<file path="config.mk">
export PLATFORM = sky130hd
export DESIGN_NAME = msp_channel
export DESIGN_NICKNAME = d
export VERILOG_FILES = /design/src/rtl/msp_pkg.sv /design/src/rtl/msp_channel.sv
export SDC_FILE = /design/constraint.sdc
export NUM_CORES = 1
export LEC_CHECK = 0
export BUFFER_PORTS_ARGS = -buffer_cell sky130_fd_sc_hd__buf_2
export CAP_MARGIN = 20
export CORE_UTILIZATION = 50
export DETAILED_ROUTE_END_ITERATION = 10
export GPL_ROUTABILITY_DRIVEN = 0
export PLACE_DENSITY = 0.74
export SYNTH_ARGS = -nofsm -noshare
export SYNTH_HDL_FRONTEND = slang
export SYNTH_SLANG_ARGS = --single-unit
</file>
<file path="constraint.sdc">
create_clock -name clock -period 4.4 [get_ports clock]
set_clock_uncertainty 0.15 [all_clocks]
set_input_delay 0.66 -clock clock [delete_from_list [all_inputs] [get_ports clock]]
set_output_delay 0.66 -clock clock [all_outputs]
set_load 0.1 [all_outputs]
</file>
<file path="src/rtl/msp_pkg.sv">
`timescale 1ns / 1ps
// ----------------------------------------------------------------------------
// Step pulse generator package
// Shared widths, codes, channel control types and the resolution decoder.
// ----------------------------------------------------------------------------
package msp_pkg;

   localparam int CHANNELS_DEF   = 5;
   localparam int COUNT_BITS_DEF = 16;

   localparam int KIND_W    = 2;
   localparam int MOTOR_W   = 3;
   localparam int STEPS_W   = 16;
   localparam int RES_W     = 5;
   localparam int MODE_W    = 3;
   localparam int TICK_W    = 16;
   localparam int OUT_LANES = 5;

   localparam logic [TICK_W-1:0] TICK_RESET = 16'd2499;

   typedef enum logic [KIND_W-1:0] {
      KIND_TICK     = 2'd0,
      KIND_MOVE     = 2'd1,
      KIND_MOVE_RES = 2'd2
   } kind_type;

   localparam logic [RES_W-1:0] RES_NONE  = 5'd0;
   localparam logic [RES_W-1:0] RES_DIV2  = 5'd2;
   localparam logic [RES_W-1:0] RES_DIV4  = 5'd4;
   localparam logic [RES_W-1:0] RES_DIV8  = 5'd8;
   localparam logic [RES_W-1:0] RES_DIV16 = 5'd16;

   localparam logic [MODE_W-1:0] MODE_FULL  = 3'b000;
   localparam logic [MODE_W-1:0] MODE_DIV2  = 3'b001;
   localparam logic [MODE_W-1:0] MODE_DIV4  = 3'b010;
   localparam logic [MODE_W-1:0] MODE_DIV8  = 3'b011;
   localparam logic [MODE_W-1:0] MODE_DIV16 = 3'b111;

   typedef struct packed {
      logic [KIND_W-1:0]  kind;
      logic [MOTOR_W-1:0] motor;
      logic [STEPS_W-1:0] steps;
      logic               direction;
      logic [RES_W-1:0]   resolution;
   } item_type;

   typedef struct packed {
      logic               load;
      logic               set_res;
      logic               pass;
      logic [STEPS_W-1:0] steps;
      logic               direction;
      logic [RES_W-1:0]   resolution;
   } chan_ctrl_type;

   typedef struct packed {
      logic             step;
      logic             dir_level;
      logic [RES_W-1:0] pending;
      logic             moving;
   } chan_status_type;

   function automatic logic [MODE_W-1:0] decode_resolution(input logic [RES_W-1:0] code);
      logic [MODE_W-1:0] pins;
      unique case (code)
         RES_DIV2:  pins = MODE_DIV2;
         RES_DIV4:  pins = MODE_DIV4;
         RES_DIV8:  pins = MODE_DIV8;
         RES_DIV16: pins = MODE_DIV16;
         default:   pins = MODE_FULL;
      endcase
      return pins;
   endfunction

endpackage

</file>
<file path="src/rtl/msp_channel.sv">
`timescale 1ns / 1ps
// ----------------------------------------------------------------------------
// Step pulse generator channel
// Position, target, direction and pending resolution of one motor channel.
// ----------------------------------------------------------------------------
module msp_channel import msp_pkg::*; #(
   parameter int COUNT_BITS = COUNT_BITS_DEF
) (
   input  logic            clock,
   input  logic            reset,
   input  chan_ctrl_type   ctrl,
   output chan_status_type status
);

   logic [COUNT_BITS-1:0] pos_ff;
   logic [COUNT_BITS-1:0] pos_in;
   logic [COUNT_BITS-1:0] tgt_ff;
   logic [COUNT_BITS-1:0] tgt_in;
   logic                  dir_ff;
   logic                  dir_in;
   logic [RES_W-1:0]      pend_ff;
   logic [RES_W-1:0]      pend_in;
   logic                  step;

   assign step = ctrl.pass && (pos_ff < tgt_ff);

   always_comb begin
      pos_in  = pos_ff;
      tgt_in  = tgt_ff;
      dir_in  = dir_ff;
      pend_in = pend_ff;
      if (ctrl.load) begin
         tgt_in = COUNT_BITS'(ctrl.steps);
         pos_in = '0;
         dir_in = ctrl.direction;
         if (ctrl.set_res) begin
            pend_in = ctrl.resolution;
         end
      end else if (step) begin
         pos_in  = pos_ff + COUNT_BITS'(1);
         pend_in = RES_NONE;
      end
   end

   always_ff @(posedge clock) begin
      if (reset) begin
         pos_ff  <= '0;
         tgt_ff  <= '0;
         dir_ff  <= 1'b1;
         pend_ff <= RES_NONE;
      end else begin
         pos_ff  <= pos_in;
         tgt_ff  <= tgt_in;
         dir_ff  <= dir_in;
         pend_ff <= pend_in;
      end
   end

   assign status.step      = step;
   assign status.dir_level = dir_ff;
   assign status.pending   = pend_ff;
   assign status.moving    = pos_in < tgt_in;

endmodule

</file>
### Yosys cells after proc, flatten, opt, wreduce, memory -nomap -nowiden

Cells that the tools add are included.

* bits of input ports: 27
* output and inout port bits: 8
* logic and storage cells: 17
* flip-flop bits (word level): 38

* $lt $le $gt $ge: 2
* equality and inequality tests: 1
* reductions and logical operators: 3
* mux-type cells: 6
* add/subtract/negate cells: 1

Operators with widths (number)
* $mux W16: 3
* $lt A16 B16 Y1: 2
* $add A16 B1 Y16 const B: 1
* $mux W5: 3
* $ne A2 B2 Y1 const B: 1
* $reduce_and A2 Y1: 1
* $reduce_bool A2 Y1: 1
* $logic_and A1 B1 Y1: 1

### Depth between registers and ports, before layout

* depth in word-level cells: 5
* mapped depth: 18
* mapped depth without buffers: 15

### Least setup slack after synthesis

OpenSTA, ideal clock, no wires.

* path kind: register to output
* from: register tgt_ff[14]
* to: output port status[0] (netlist name)
* slack: -1961 ps
* arrival time: 5551 ps
* stages on the path, launching flop included: 18
* cell sequence: dfxtp_1 -> inv_1 -> ha_1 -> a21oi_2 -> a21boi_1 -> or3_1 -> buf_6 -> or3_1 -> buf_6 -> or4_4 -> a21oi_1 -> ha_1 -> nand4_1 -> a21oi_1 -> o22ai_1 -> nor2b_1 -> o2111ai_1 -> o31ai_1

RTL lines
* start: declaration: line msp_channel.sv:17 `logic [COUNT_BITS-1:0] tgt_ff;`
* start signal: assignment: line msp_channel.sv:53 `tgt_ff <= tgt_in;`
* end: declaration: line msp_channel.sv:12 `output chan_status_type status`

==> results.txt <==
die area -> 5340 sq um
synthesized instance count -> 297
All-Layer GR Usage -> 0.255
hpwl dp -> 4630 um
final setup margin -> -0.437 ns
Worst Hold Class -> flop to flop
Vias/cell -> 5.65
final instance area -> 3410 sq um
slew at the pin closest to its max-slew limit -> 0.549 ns
kind of critical path -> flop to primary output
post-synthesis cell area -> 2530 sq um
final core occ -> 0.713
final WL -> 6820 um
cts hold-fix bufs -> 0
R2R setup slack -> 1.58 ns
number of synthesized flops with an enable pin -> 0
path depth of the worst reg2reg path -> 10
failing checks -> negative setup slack
port buffer count -> 34
synthesized flop and latch total -> 38
Synth top area share -> 0.301
RR Endpoint -> pos_ff[8]$_SDFF_PP0_
Worst-Skew Late Latency -> 0.29 ns
Worst path max stage delay -> 0.40 ns
Final setup violation count -> 1
initial antenna violation count -> 0
leading area contributor after synthesis -> dfxtp_1
top post-synthesis cells by area -> dfxtp_1, ha_1, mux2i_1
ANT cells -> 0
final count of pins violating max slew -> 0
Die Ht -> 73.1 um
ratio of final minimum period to clock period -> 1.10
met3 WL post-DR -> 246 um
worst-path maximum fanout -> 6
ys flop type -> dfxtp_1
die width -> 73.1 um
clock slew at reported path FFs -> 0.08 ns
Max Freq -> 0.207 GHz
DR WL met2 -> 3400 um
RSZ-0062 raised after global routing -> yes
Top delay family on crit path -> simple AND/OR/NAND/NOR gates
I/O pin count -> 35
critical path capture point type -> primary output
CP required -> 3.59 ns
Max IR drop VDD -> 0.000136 V
synthesis-to-finish area growth -> 35.0%
count of final hold-check violations -> 0
Clock Sinks -> 38
post-synthesis cell type count -> 47
CTS tree -> done
reg2reg start -> tgt_ff[14]$_SDFF_PP0_
Hold Path Sink -> pend_ff[2]$_SDFFE_PP0P_
CTS root buffer -> clkbuf_8
DP Worst Slack -> -0.255 ns
share of cells above drive strength 1 -> 0.396
Routed WL per cell -> 15.8 um
max-capacitance violation count -> 0
number of CTS-inserted buffers -> 5
Starting Density -> 0.528
Final nets -> 421
top sig layer -> met4
H-tree depth -> 2
Avg Cell Area, Syn -> 8.51 sq um
CP cell instances -> inv_2 -> ha_4 -> nand4_4 -> o21ai_2 -> or3_4 -> buf_6 -> nor4b_4 -> and3_4 -> mux2_4 -> ha_4 -> a211oi_2 -> a21boi_1 -> o22ai_1 -> nor2b_4 -> o2111ai_4 -> o31ai_4 -> buf_12
largest net degree at the start of global routing -> 25
top-count cell post-synth -> dfxtp_1
minimum clock period -> 4.84 ns
DP Area -> 3050 sq um
CORE AREA -> 4790 sq um
Via Count -> 2434
most used cell, CP -> ha_4
CTS Buffer Depth -> 2
Slew HR -> 0.634
hold depth -> 2
LEAKAGE -> 1.45 nW
DR DRC count -> 0
DRT iter0 DRCs -> 150
crit path DAT -> 4.03 ns
antenna-violating nets left -> 0
row count -> 25
worst hold start -> pend_ff[2]$_SDFFE_PP0P_
DR pass1 iterations -> 5
Critical Path Slowest Stage Cell -> or3_4
CP startpoint kind -> flop
GR Overflow Total -> 0
status -> finished, violations left
Async SR Flop Fraction -> 0
WL met1 -> 2990 um
YS warnings -> 0
Synth Net Count -> 355
pwr dens -> 229 nW/um^2
most frequent cells after synthesis -> dfxtp_1, nor2_1, ha_1, a21oi_1, inv_1
vias in the first global route -> 2316
register area share after synthesis -> 0.301
WP buf/inv -> 3
first-pass GRT wire length -> 10400 um
per-layer routing:
metal,track usage,vias up
met1,0.328,1148
met5,0,-
met2,0.428,66
li1,-,1202
met3,0.0331,18
met4,0.105,0
placed cells by master, fill, tap and decap left out, drive strengths merged, types with 8 or more instances in the layout:
| master | Yosys | layout |
|---|---|---|
| a21oi | 30 | 30 |
| inv | 17 | 17 |
| nand2 | 11 | 11 |
| nand4 | 8 | 8 |
| mux2i | 16 | 16 |
| ha | 31 | 31 |
| o31ai | 8 | 8 |
| buf | 9 | 76 |
| dfxtp | 38 | 38 |
| nand3 | 16 | 16 |
| nor2 | 37 | 37 |
timing repair:
action | 4_1_cts | 5_1_grt
cloned | 0 | 0
setup endpoints to repair | 1 | 1
setup buffers | 2 | 3
gates resized for setup | 11 | 39
pin swaps | 7 | 15
where the power goes:
part | internal, mW | leakage (nW) | switching (mW) | total, mW
combinational | 0.0656 | 1.09 | 0.103 | 0.169
clock | 0.126 | 0.0482 | 0.123 | 0.249
sequential | 0.356 | 0.315 | 0.00617 | 0.363
total | 0.548 | 1.45 | 0.232 | 0.781
metrics by stage:
stage	total power [mW]	instances	setup TNS [ns]	hold WS [ns]
2_1_floorplan	0.475	297	-0.376	0.328
3_3_place_gp	0.515	419	-0.165	0.322
3_5_place_dp	0.518	419	-0.255	0.334
4_1_cts	0.769	429	-0.432	0.344
5_1_grt	0.815	431	-0.530	0.387
6_report	0.781	431	-0.437	0.338
tightest hold or removal path, delay by kind of cell, from the launching register on:
| kind | cells | cell delay (ns) |
|---|---|---|
| AO/OA/AOI/OAI | 2 | 0.13 |
| flip-flops | 1 | 0.31 |
kinds of logic after synthesis:
kind of cell,Yosys count,share of synthesized area
xor+xnor,7,0.0243
fa+ha+maj,31,0.153
simple gates,108,0.235
flops,38,0.301
buf+inv,34,0.0629
mux,19,0.0767
compound gates,60,0.147
registers in the layout (all words and copies together), names as in the netlist:
name     count
tgt_ff      16
pos_ff      16
dir_ff       1
pend_ff      5
worst max-delay path by stage:
stage | start | to | slack (ns) | cells after the start
6_report | tgt_ff[14]$_SDFF_PP0_ | status[0] | -0.44 | 17
4_1_cts | tgt_ff[13]$_SDFF_PP0_ | status[0] | -0.43 | 17
2_1_floorplan | ctrl[22] | status[0] | -0.38 | 15
3_3_place_gp | ctrl[22] | status[0] | -0.16 | 16
5_1_grt | tgt_ff[14]$_SDFF_PP0_ | status[0] | -0.53 | 20
3_5_place_dp | ctrl[22] | status[0] | -0.25 | 16
cell type report:
cell class / count / area [sq um]
Multi-Input combinational cell: 225 / 1890
Fill cell: 352 / 1370
Sequential cell: 38 / 774
Timing Repair Buffer: 76 / 504
Clock buffer: 7 / 86.3
Tap cell: 67 / 83.8
Inverter: 17 / 63.8
Clock inverter: 1 / 5.00
(Power assumes the default switching activity.)
